**src/design/bua_pkg.sv**
```systemverilog
`default_nettype none
package bua_pkg;

	// default geometry
	localparam int ENC_WIDTH_DEF       = 64;
	localparam int ENC_HEIGHT_DEF      = 64;
	localparam int MAX_CLASSES_DEF     = 32;
	localparam int LABELS_PER_WORD_DEF = 8;

	// fixed by the scheme
	localparam int SCALE        = 8;
	localparam int HALF_SCALE   = 4;
	localparam int GROUP_SLOTS  = 4;
	localparam int MAX_LANES    = 8;
	localparam int WEIGHT_ONE   = 16;
	localparam int CLS_COUNT_RESET = 2;

	// input item modes
	localparam logic [1:0] MODE_FRAME = 2'd0;
	localparam logic [1:0] MODE_LOAD  = 2'd1;
	localparam logic [1:0] MODE_ROW   = 2'd2;
	localparam logic [1:0] MODE_EMIT  = 2'd3;

	// register index (word address bit)
	localparam logic REG_CLS_COUNT = 1'b0;

	typedef struct packed {
		logic [1:0]  mode;
		logic [7:0]  src_row;
		logic [7:0]  column;
		logic [1:0]  class_group;
		logic [63:0] logits;
	} in_item_t;

	typedef struct packed {
		logic        word_valid;
		logic [63:0] mask_word;
		logic [14:0] word_address;
		logic        last_of_row;
	} out_item_t;

	typedef enum logic [2:0] {
		ST_IDLE,
		ST_READ,
		ST_LAST,
		ST_CALC_H,
		ST_CALC_V,
		ST_CMP,
		ST_FINISH
	} state_t;

	typedef struct packed {
		logic       rd_issue;
		logic [2:0] lane;
		logic [1:0] grp;
		logic [1:0] k;
		logic       clear_best;
		logic       calc_h;
		logic       calc_v;
		logic       cmp;
		logic       last_group;
		logic       finish;
	} cmd_t;

	typedef struct packed {
		logic pending;
		logic out_free;
	} status_t;

endpackage
`default_nettype wire

```
**src/design/bua_ctrl.sv**
```systemverilog
`default_nettype none
module bua_ctrl import bua_pkg::*; #(
	parameter int MAX_CLASSES     = MAX_CLASSES_DEF,
	parameter int LABELS_PER_WORD = LABELS_PER_WORD_DEF
) (
	input  wire logic    clk,
	input  wire logic    arst_n,
	input  wire logic    emit_start,
	input  wire status_t status,
	output logic         in_ready,
	output cmd_t         cmd
);

	localparam int NG = (MAX_CLASSES + 7) / 8;

	state_t     state_q, state_d;
	logic [2:0] lane_q;
	logic [1:0] grp_q;
	logic [1:0] k_q;
	logic       last_grp, last_lane;

	assign last_grp  = (grp_q == 2'(NG - 1));
	assign last_lane = (lane_q == 3'(LABELS_PER_WORD - 1));

	// next state
	always_comb begin
		state_d = state_q;
		unique case (state_q)
			ST_IDLE: begin
				if (emit_start) begin
					state_d = status.pending ? ST_READ : ST_FINISH;
				end
			end
			ST_READ: begin
				if (k_q == 2'd3) begin
					state_d = ST_LAST;
				end
			end
			ST_LAST:   state_d = ST_CALC_H;
			ST_CALC_H: state_d = ST_CALC_V;
			ST_CALC_V: state_d = ST_CMP;
			ST_CMP: begin
				state_d = (last_grp && last_lane) ? ST_FINISH : ST_READ;
			end
			ST_FINISH: begin
				if (status.out_free) begin
					state_d = ST_IDLE;
				end
			end
			default: state_d = ST_IDLE;
		endcase
	end

	// state and lane, group and read counters
	always_ff @(posedge clk or negedge arst_n) begin
		if (!arst_n) begin
			state_q <= ST_IDLE;
			lane_q  <= '0;
			grp_q   <= '0;
			k_q     <= '0;
		end else begin
			state_q <= state_d;
			unique case (state_q)
				ST_IDLE: begin
					lane_q <= '0;
					grp_q  <= '0;
					k_q    <= '0;
				end
				ST_READ: k_q <= k_q + 2'd1;
				ST_CMP: begin
					if (last_grp) begin
						grp_q  <= '0;
						lane_q <= lane_q + 3'd1;
					end else begin
						grp_q <= grp_q + 2'd1;
					end
				end
				default: ;
			endcase
		end
	end

	// command outputs
	always_comb begin
		in_ready       = (state_q == ST_IDLE);
		cmd            = '0;
		cmd.lane       = lane_q;
		cmd.grp        = grp_q;
		cmd.k          = k_q;
		cmd.last_group = last_grp;
		cmd.rd_issue   = (state_q == ST_READ);
		cmd.clear_best = (state_q == ST_READ) && (k_q == 2'd0) && (grp_q == 2'd0);
		cmd.calc_h     = (state_q == ST_CALC_H);
		cmd.calc_v     = (state_q == ST_CALC_V);
		cmd.cmp        = (state_q == ST_CMP);
		cmd.finish     = (state_q == ST_FINISH) && status.out_free;
	end

	// a word is worked on only when one is pending
	a_read_needs_plan: assert property (@(posedge clk) disable iff (!arst_n)
		(state_q == ST_IDLE && state_d == ST_READ) |-> status.pending)
		else $error("word computation started with nothing pending");

	// reads never address a lane past the word
	a_lane_range: assert property (@(posedge clk) disable iff (!arst_n)
		cmd.rd_issue |-> (lane_q <= 3'(LABELS_PER_WORD - 1)))
		else $error("lane index beyond the word");

	// a finished word waits while the output is busy
	a_finish_holds: assert property (@(posedge clk) disable iff (!arst_n)
		(state_q == ST_FINISH && !status.out_free) |=> (state_q == ST_FINISH))
		else $error("result dropped while output busy");

endmodule
`default_nettype wire

```
**config.mk**
```make
export PLATFORM = sky130hd
export DESIGN_NAME = bua_ctrl
export DESIGN_NICKNAME = d
export VERILOG_FILES = /design/src/design/bua_pkg.sv /design/src/design/bua_ctrl.sv
export SDC_FILE = /design/constraint.sdc
export NUM_CORES = 1
export LEC_CHECK = 0
export BUFFER_PORTS_ARGS = -buffer_cell sky130_fd_sc_hd__buf_2
export CORE_MARGIN = 8
export CORE_UTILIZATION = 49
export DETAILED_ROUTE_END_ITERATION = 12
export PLACE_DENSITY_LB_ADDON = 0.12
export RECOVER_POWER = 25
export SLEW_MARGIN = 20
export SYNTH_ARGS = -nofsm -noshare
export SYNTH_HDL_FRONTEND = slang
export SYNTH_SLANG_ARGS = --single-unit
```
**constraint.sdc**
```tcl
create_clock -name clk -period 1.5 [get_ports clk]
set_input_delay 0.225 -clock clk [delete_from_list [all_inputs] [get_ports clk]]
set_output_delay 0.225 -clock clk [all_outputs]
set_load 0.02 [all_outputs]
```
; Word level (Yosys, flattened, before mapping)
; Index checks and enable logic that the tools add are counted.
[totals]
ff_bits = 10
input_bits = 5
output_inout_bits = 15
word_cells = 42
[classes]
addsub = 3
n_eq_ne = 13
muxes = 11
reduce_logical = 11
[ops]
columns = cell, count
row1 = $pmux 3 s7, 1
row2 = $mux 3, 6
row3 = $eq 3x3->1 const B, 4
row4 = $pmux 2 s2, 2
row5 = $eq 3x2->1 const B, 2
row6 = $pmux 3 s2, 1
row7 = $add 2x1->2 const B, 2
row8 = $eq 2x2->1 const B, 2
row9 = $logic_and 1x1->1, 4
row10 = $logic_not 2->1, 2
row11 = $ne 2x1->1 const B, 2
row12 = $ne 2x2->1 const B, 2
row13 = $reduce_bool 2->1, 2
row14 = $add 3x1->3 const B, 1
row15 = $eq 3x1->1 const B, 1
row16 = $logic_not 3->1, 1
row17 = $reduce_and 3->1, 1
row18 = $mux 2, 1
row19 = $reduce_and 2->1, 1

; Logic depth before layout (Yosys ltp)
; Gate-level depths: netlist of run 1.
[depth]
depth_word = 4
mapped_depth = 5

; Worst setup path before layout of run 1
; OpenSTA, ideal clock, no wires.
[synth_timing]
path_kind = reg-to-reg
from = register lane_q[0]
to = register lane_q[2]
setup_ns = 0.121
arrival_ns = 1.352
setup_slack_ns = 0.027
stages_incl_launch_ff = 5
period_less_slack_ns = 1.473
cell_sequence = dfrtp_1 ha_1 ha_1 a22o_1 a22o_1
[synth_between]
elab_chain_cells = 3
[synth_lines]
columns = element, line
row1 = start: declaration, bua_ctrl.sv:17  ; logic [2:0] lane_q;
row2 = start signal: assignment, bua_ctrl.sv:73  ; lane_q <= lane_q + 3'd1;
row3 = $add 3x1->3, bua_ctrl.sv:73
row4 = $mux 3, bua_ctrl.sv:71  ; if (last_grp) begin
row5 = $pmux 3 s2, bua_ctrl.sv:63  ; unique case (state_q)
; Every way passes these cells. The select of a mux whose other input is x is not followed.
; A chain may end at the register's enable or synchronous reset.

==> results.md, run 1 <==
* Outcome: complete, but fails checks
* Failing checks: negative setup slack
* Clock Power Share at 0.102
* Register area share after synthesis at 0.361
* Net Sw Power at 807 uW
* RSZ-0062 raised after global routing: yes
* Register share of total power at 0.252
* Chip height at 53.6 um
* Via count at 625
* Synth Area in Adders at 0.108
* Post-Synth Simple-Gate Area at 0.184
* Worst skew pair latency at 0.26 ns
* Inserted Clock Buffers at 3
* Commonest non-fill, non-tap cell in the layout: buf_2
* Worst path arrival time at 1.28 ns
* Final instance area at 935 um^2
* ANT nets after route at 0
* DIE AREA at 2870 um^2
* Largest family of logic cells by synthesized area: compound AO/OA/AOI/OAI gates
* Setup ws final at -0.00197 ns
* Total track usage at 0.123
* Drt initial violations at 13
* Worst path required time at 1.27 ns
* Comb pwr share at 0.645
* Max-Cap Viols at 0
* Final HPWL from detailed placement at 1240 um
* Initial antenna violation count at 0
* Hold path depth at 2
* Mapped Area at 693 um^2
* Sw frac at 0.448
* Final WL at 1670 um
* Launching point of the worst reg2reg path: grp_q[1]
* Worst setup SP type: flop
* Yosys reg bits at 10
* Mux contribution to synthesized area at 0.0307
* Grt ovf at 0
* XOR/XNOR share of the synthesized area at 0
* Post-Synthesis Cells at 73
* Kind of critical path: reg -> out
* Layout cell share with drive strength beyond 1 at 0.434
* Worst-margin pin slew at 0.558 ns
* Vias per inst at 5.48
* Netlist cell types at 28
* DRC violations left at 0
* # rows at 13
* H-Tree Depth at 1
* Largest net degree at the start of global routing at 15
* Clock buffer depth at 2
* Final nets at 112
* Fin crit period at 1.50 ns
* Starting Density at 0.526
* Leakage power at 0.000483 uW
* Worst Setup SP: state_q[2]
* IO Port Bufs at 19
* First-pass GRT wire length at 2640 um
* Die width at 53.6 um
* Clock Skews at 0.00592 ns
* Core area at 1320 um^2
* Max-slew violations at 0
* Pwr/cell area at 1930 nW/um^2
* Avg WL per Cell at 14.7 um
* Synth-to-layout area growth at 34.8%
* Cells on worst reg2reg path at 4
* Area of the multi-input gates at 407 um^2
* Hold Crit Class: in -> reg
* Final period util at 1.00
* Final-layout fill cell count at 111
* IO Pins at 20
* Pre-CTS setup slack at 0.119 ns
* Global placement routability congestion at 0.770
* Post-DP Area at 815 um^2
* Worst-path clk slew at 0.07 ns
* CP Max Fanout at 6
* Hold Vio Cnt, Final at 0
* Vias in the first global route at 598
* Clock sink count at 10
* Yosys warnings at 0
* Crit path capture: cmd[5]
* Crit end category: output port
* Syn_area_per_cell at 9.50 um^2
* FMAX at 0.666 GHz
* # diodes at 0
* Drt pass-1 iters at 4
* Commonest non-fill, non-tap cells in the layout: buf_2 (12), dfrtp_1 (8), buf_6 (7), buf_4 (7), ha_1 (6)
* CTS tree: built
* Flop-to-flop setup slack at 0.11 ns
* Compound-Gate Fraction of Synth Area at 0.224
* Register area at 253 um^2
* Peak supply drop at 1.20 mV
* Final setup viols at 1
* Max-slew headroom at 0.628
* Cell Int Power at 993 uW
* Post-synth net total at 84
* Root buf cell: clkbuf_4
* R2r endpoint: lane_q[2]
## layout make-up
type / count / area share
Inverter: 7 / 0.0308
Tap cell: 15 / 0.0201
Clock buffer: 3 / 0.0241
Multi-Input combinational cell: 51 / 0.435
Timing Repair Buffer: 28 / 0.220
Sequential cell: 10 / 0.270
## metrics by stage
step	util	setup TNS, ns	hold slack (ns)	std cells	power [uW]
final	0.709	-0.00197	0.154	114	1800
after global routing	0.709	-0.0579	0.158	114	1920
after CTS	0.657	-0.0449	0.153	113	1620
after detailed placement	0.618	0	0.0990	108	1380
after global placement	0.618	0	0.0978	108	1370
after floorplan	-	0	-0.0706	73	1120
## what timing repair did
item,CTS,global route
setup endpoints to repair,5,7
hold buffers,1,0
setup buffers,1,1
endpoints found under the hold margin,10,0
gates resized for setup,6,21
pin swaps,1,1
## synthesized netlist by cell type
cell type  count  area share
a21o_1         2       0.022
o21ai_1        1      0.0072
a211oi_1       1       0.011
a221o_1        1       0.014
nor2_1         3       0.016
a21oi_1        1      0.0072
nand3_1        2       0.014
o22ai_1        2       0.018
inv_1          7       0.038
mux2_2         1       0.016
or2_2          1      0.0090
o21ai_0        4       0.029
mux2i_1        1       0.014
and3_1         2       0.018
nand3b_1       1       0.011
o2bb2ai_1      2       0.025
and2_1         2       0.018
ha_1           6        0.11
o32ai_1        1       0.013
nor3b_1        1       0.011
nor4b_1        1       0.013
dfrtp_1       10        0.36
nand2_1        5       0.027
buf_4          5       0.054
a22o_1         5       0.063
o21ba_2        1       0.014
and3b_1        3       0.038
nor4_1         1      0.0090
## registers in the layout, indices dropped and copies added, names as in the netlist
register  flops
grp_q         2
k_q           2
lane_q        3
state_q       3
## power by group through the flow
stage          sequential, uW  clock, uW  combinational (uW)
6_report                  454        184                1160
2_1_floorplan             468          0                 654
4_1_cts                   433        187                1000
3_3_place_gp              444          0                 922
3_5_place_dp              446          0                 931
5_1_grt                   466        198                1250
## logic make-up (layout without fill, tap and decap cells)
kind of cell             after synthesis  count (layout)
adder cells (fa/ha/maj)                6               6
flip-flops                            10              10
AO/OA/AOI/OAI                         21              21
multiplexers                           2               2
AND/OR/NAND/NOR                       22              22
buffers and inverters                 12              38
## worst min-delay path by stage
| stage | from | end | slack (ns) |
|---|---|---|---|
| after floorplan | arst_n | grp_q[0] | -0.07 |
| after global placement | arst_n | k_q[0] | 0.1 |
| after detailed placement | arst_n | k_q[0] | 0.1 |
| after CTS | status[0] | state_q[1] | 0.15 |
| after global routing | status[0] | state_q[1] | 0.16 |
| final | status[0] | state_q[1] | 0.15 |
## per-layer routing
layer,up-vias,part of all wire,GRT usage
met2,17,0.44,0.178
met3,4,0.069,0.0386
met4,0,0.015,0.0504
met5,-,0,0
met1,288,0.48,0.165
li1,316,-,-
## worst max-delay path, stage by stage (launching register included)
cell and delay (ns):
dfrtp_2 0.46, nor2_4 0.13, nand2_2 0.08, inv_2 0.06, and3_4 0.18, buf_6 0.11
(Power assumes the default switching activity.)
==> inputs of run 2 (changes only) <==
- CORE_UTILIZATION: 49 -> 53
- clock period: 1.5 -> 1.9 ns (I/O delays scaled with it)
==> results.md, run 2 (synthesis results as in run 1) <==
* Outcome: finished, final reports clean (was complete, but fails checks)
* Hold Crit Class: in -> reg (unchanged)
* Max-slew violations at 0 (unchanged)
* H-Tree Depth at 1 (unchanged)
* Max-slew headroom at 0.632 (was 0.628)
* Flop-to-flop setup slack at 0.42 ns (was 0.11 ns)
* Drt pass-1 iters at 4 (unchanged)
* Biggest regs: lane_q x3, state_q x3 (unchanged)
* Fin crit period at 1.76 ns
* M2 GR Usage at 0.198 (was 0.178)
* Vias in the first global route at 577 (was 598)
* Root buf cell: clkbuf_4 (unchanged)
* Sw frac at 0.469 (was 0.448)
* Via count at 619 (was 625)
* Crit end category: output port (unchanged)
* Avg WL per Cell at 14.9 um (was 14.7 um)
* Met1 Use GR at 0.146 (was 0.165)
* Worst path required time at 1.62 ns (was 1.27 ns)
* Leakage power at 0.000449 uW (was 0.000483 uW)
* ANT nets after route at 0 (unchanged)
* Starting Density at 0.546 (was 0.526)
* Crit-path cells: nor2_1, nand2_1, inv_1, and3_1, buf_2 (was nor2_4, nand2_2, inv_2, and3_4, buf_6)
* Worst path arrival time at 1.48 ns (was 1.28 ns)
* FMAX at 0.568 GHz
* Setup bufs post-CTS at 0 (was 1)
* Grt ovf at 0 (unchanged)
* Final Non-Filler Cells at 108 (was 114)
* Clock buffer depth at 2 (unchanged)
* Max incr delay on CP at 0.49 ns (was 0.46 ns)
* Initial antenna violation count at 0 (unchanged)
* Pwr/cell area at 1520 nW/um^2 (was 1930 nW/um^2)
* M3 GR Usage at 0.0370 (was 0.0386)
* R2r endpoint: lane_q[2] (unchanged)
* Commonest non-fill, non-tap cells in the layout: buf_2 (18), dfrtp_1 (8), inv_1 (7), ha_1 (6) (was buf_2 (12), dfrtp_1 (8), buf_6 (7), buf_4 (7), ha_1 (6))
* Final nets at 105 (was 112)
* IO Pins at 20 (unchanged)
* Slowest cell on crit path: dfrtp_2 (unchanged)
* Final HPWL from detailed placement at 1200 um (was 1240 um)
* Hold Path Sink: state_q[1] (unchanged)
* Worst Min Path Start: status[0] (unchanged)
* Final period util at 0.926
* Chip height at 52.2 um (was 53.6 um)
* Hold path depth at 2 (unchanged)
* Cell Int Power at 666 uW (was 993 uW)
* RSZ-0062 raised after global routing: no (was yes)
* # diodes at 0 (unchanged)
* DIE AREA at 2720 um^2 (was 2870 um^2)
* Inserted Clock Buffers at 3 (unchanged)
* Launching point of the worst reg2reg path: grp_q[0] (was grp_q[1])
* Worst setup SP type: flop (unchanged)
* Max-Cap Viols at 0 (unchanged)
* Net Sw Power at 587 uW (was 807 uW)
* Core area at 1270 um^2 (was 1320 um^2)
* # rows at 13 (unchanged)
* CP Max Fanout at 14 (was 6)
* Worst-path clk slew at 0.07 ns (about the same)
* Cells on worst reg2reg path at 4 (unchanged)
* Total track usage at 0.126 (was 0.123)
* Drt initial violations at 18 (was 13)
* Commonest non-fill, non-tap cell in the layout: buf_2 (unchanged)
* Vias per inst at 5.73 (was 5.48)
* Register share of total power at 0.323 (was 0.252)
* First-pass GRT wire length at 2550 um (was 2640 um)
* Kind of critical path: reg -> out (unchanged)
* Layout cell share with drive strength beyond 1 at 0.301 (was 0.434)
* Final setup viols at 0 (was 1)
* Clock Power Share at 0.158 (was 0.102)
* CTS tree: built (unchanged)
* Peak supply drop at 0.882 mV (was 1.20 mV)
* Largest net degree at the start of global routing at 17 (was 15)
* Final WL at 1600 um (was 1670 um)
* Clock sink count at 10 (unchanged)
* Placed Cells at 103 (was 108)
* Die width at 52.2 um (was 53.6 um)
* Synth-to-layout area growth at 19.0% (was 34.8%)
* IO Port Bufs at 19 (unchanged)
* Top delay family on crit path: flip-flops (unchanged)
* Worst-margin pin slew at 0.552 ns (was 0.558 ns)
* Setup tns final at 0 ns (was -0.00197 ns)
* Comb pwr share at 0.518 (was 0.645)
* GR peak layer: met2 (unchanged)
* Worst skew pair latency at 0.27 ns (was 0.26 ns)
* DRC violations left at 0 (unchanged)
* Clock Skews at 0.00371 ns (was 0.00592 ns)
* CP Buf/Inv Count at 2 (unchanged)
* Global placement routability congestion at 0.726 (was 0.770)
* Hold Vio Cnt, Final at 0 (unchanged)
==> run 2: final cells by class <==
cell class	count	area, um^2
Clock buffer	4	36.3
Fill cell	103	444
Inverter	7	26.3
Multi-Input combinational cell	51	379
Sequential cell	10	253
Tap cell	15	18.8
Timing Repair Buffer	21	111
==> run 2: power by group through the flow <==
stage	combinational (uW)	clock, uW	sequential (uW)
global route	707	221	422
global placement	632	0	402
floorplan	516	0	369
detailed placement	641	0	405
finish	649	199	405
CTS	651	204	401
==> run 2: how the worst max path moves through the flow <==
stage,endpoint,from,cells after the start,slack [ns]
after floorplan,lane_q[2],lane_q[0],4,0.43
after global placement,cmd[5],state_q[1],5,0.43
after detailed placement,cmd[5],state_q[1],5,0.38
after CTS,cmd[5],state_q[1],5,0.08
after global routing,cmd[5],state_q[2],5,0.01
final,cmd[5],state_q[2],5,0.14
==> run 2: routing by layer <==
metal / share of wire / up-vias / wire length (um)
met5: 0 / - / 0
met4: 0.025 / 0 / 40
met3: 0.072 / 5 / 116
met2: 0.46 / 19 / 742
met1: 0.44 / 287 / 705
li1: - / 308 / -
==> run 2: timing repair <==
item,in CTS,in global routing
setup endpoints to repair,0,1
endpoints found under the hold margin,10,0
gates resized for setup,0,2
hold buffers,1,0
==> run 2: stage by stage <==
stage               setup slack (ns)  power [uW]  instance area [um^2]  utilization  hold slack (ns)
detailed placement             0.384        1050                   777        0.612            0.163
finish                         0.140        1250                   825        0.650            0.206
global route                  0.0143        1350                   825        0.650            0.212
floorplan                      0.427         885                   693            -          -0.0106
CTS                           0.0750        1260                   823        0.649            0.208
global placement               0.433        1030                   777        0.612            0.158
==> inputs of run 3 (changes only) <==
- BUFFER_PORTS_ARGS: -buffer_cell sky130_fd_sc_hd__buf_2 -> -buffer_cell sky130_fd_sc_hd__clkbuf_2
==> results.md, run 3 (synthesis results as in run 1) <==
* DIE AREA at 2720 um^2 (unchanged)
* Worst path arrival time at 1.48 ns (about the same)
* Final nets at 105 (unchanged)
* Final WL at 1640 um (was 1600 um)
* Grt ovf at 0 (unchanged)
* Launching point of the worst reg2reg path: lane_q[0] (was grp_q[0])
* Hold Crit Class: in -> reg (unchanged)
* Initial antenna violation count at 0 (unchanged)
* Synth-to-layout area growth at 19.0% (unchanged)
* Hold_ws at 0.215 ns (was 0.206 ns)
* Worst Min Path Start: status[0] (unchanged)
* IO Pins at 20 (unchanged)
* Worst setup SP type: flop (unchanged)
* First-pass GRT wire length at 2580 um (was 2550 um)
* Max-slew violations at 0 (unchanged)
* Starting Density at 0.546 (unchanged)
* Chip height at 52.2 um (unchanged)
* Final Non-Filler Cells at 108 (unchanged)
* Leakage power at 0.000439 uW (was 0.000449 uW)
* Clock buffer depth at 2 (unchanged)
* Vias per inst at 5.57 (was 5.73)
* Setup tns final at 0 ns (unchanged)
* Worst skew pair latency at 0.27 ns (about the same)
* Final HPWL from detailed placement at 1230 um (was 1200 um)
* Largest net degree at the start of global routing at 17 (unchanged)
* ANT nets after route at 0 (unchanged)
* Commonest non-fill, non-tap cells in the layout: clkbuf_2 (18), dfrtp_1 (8), inv_1 (7), ha_1 (6) (was buf_2 (18), dfrtp_1 (8), inv_1 (7), ha_1 (6))
* Placed Cells at 103 (unchanged)
* DRC violations left at 0 (unchanged)
* Worst path required time at 1.62 ns (about the same)
* Drt pass-1 iters at 4 (unchanged)
* Worst-margin pin slew at 0.560 ns (was 0.552 ns)
* Hold Vio Cnt, Final at 0 (unchanged)
* Avg WL per Cell at 15.2 um (was 14.9 um)
* CP Max Fanout at 14 (unchanged)
* Worst-path clk slew at 0.08 ns (was 0.07 ns)
* Core area at 1270 um^2 (unchanged)
* Inserted Clock Buffers at 3 (unchanged)
* # rows at 13 (unchanged)
* Worst Setup SP: state_q[2] (unchanged)
* Clock Skews at 0.0119 ns (was 0.00371 ns)
* Root buf cell: clkbuf_4 (unchanged)
* Clock sink count at 10 (unchanged)
* # diodes at 0 (unchanged)
* Pwr/cell area at 1520 nW/um^2 (about the same)
* Biggest regs: lane_q x3, state_q x3 (unchanged)
* H-Tree Depth at 1 (unchanged)
* Fin crit period at 1.77 ns (was 1.76 ns)
* Peak supply drop at 0.856 mV (was 0.882 mV)
* Layout cell share with drive strength beyond 1 at 0.301 (unchanged)
* Total track usage at 0.124 (was 0.126)
* IO Port Bufs at 19 (unchanged)
* Final period util at 0.931 (was 0.926)
* RSZ-0062 raised after global routing: no (unchanged)
* FMAX at 0.565 GHz (was 0.568 GHz)
* Max-slew headroom at 0.627 (was 0.632)
* Final setup viols at 0 (unchanged)
* Crit end category: output port (unchanged)
* CTS tree: built (unchanged)
* Drt initial violations at 20 (was 18)
* Setup bufs post-CTS at 0 (unchanged)
* Commonest non-fill, non-tap cell in the layout: clkbuf_2 (was buf_2)
* Global placement routability congestion at 0.726 (about the same)
* Die width at 52.2 um (unchanged)
* Kind of critical path: reg -> out (unchanged)
* Max-Cap Viols at 0 (unchanged)
* Via count at 602 (was 619)
* Outcome: finished, final reports clean (unchanged)
* Vias in the first global route at 582 (was 577)
-- run 3: final timing paths --
| check | to | slack (ns) | depth (start not counted) |
|---|---|---|---|
| worst max-delay path | cmd[5] | 0.13 | 5 |
| worst min-delay path | state_q[1] | 0.22 | 2 |
| worst max register to register | state_q[2] | 0.38 | 5 |
| worst min register to register | k_q[0] | 0.57 | 1 |
| max in group asynchronous | state_q[1] | 0.98 | 2 |
| min in group asynchronous | state_q[0] | 0.50 | 2 |
-- run 3: stage by stage --
| stage | setup slack (ns) | cell area [um^2] | power, uW | util |
|---|---|---|---|---|
| final | 0.131 | 825 | 1260 | 0.650 |
| after global routing | 0.0360 | 825 | 1350 | 0.650 |
| after CTS | 0.0742 | 823 | 1260 | 0.649 |
| after detailed placement | 0.380 | 777 | 1050 | 0.612 |
| after global placement | 0.418 | 777 | 1040 | 0.612 |
| after floorplan | 0.427 | 693 | 885 | - |
-- run 3: routing by layer --
metal | track usage | part of all wire
met1 | 0.151 | 0.46
met4 | 0.0776 | 0.018
met2 | 0.192 | 0.45
met5 | 0 | 0
met3 | 0.0285 | 0.065
-- run 3: what timing repair did --
item | CTS | global route
resized for setup | 0 | 2
hold buffers | 1 | 0
endpoints found under the setup margin | 0 | 1
endpoints found under the hold margin | 10 | 0
-- run 3: cell type report --
cell class / count / area [um^2]
repair buffers: 21 / 111
multi-input cells: 51 / 379
fillers: 106 / 444
well taps: 15 / 18.8
inverters: 7 / 26.3
clock buffers: 4 / 36.3
flip-flops and latches: 10 / 253
-- run 3: where the power goes --
group | leakage [uW] | switching [uW] | internal, uW | total, uW
Combinational | 0.000288 | 381 | 267 | 648
Sequential | 0.000130 | 132 | 279 | 410
Clock | 0.0000210 | 80.8 | 116 | 197
-- run 3: worst max-delay path, stage by stage (launching register included) --
cell      delay, ns
dfrtp_2        0.49
nor2_1         0.19
nand2_1        0.11
inv_1          0.09
and3_1         0.15
clkbuf_2       0.16
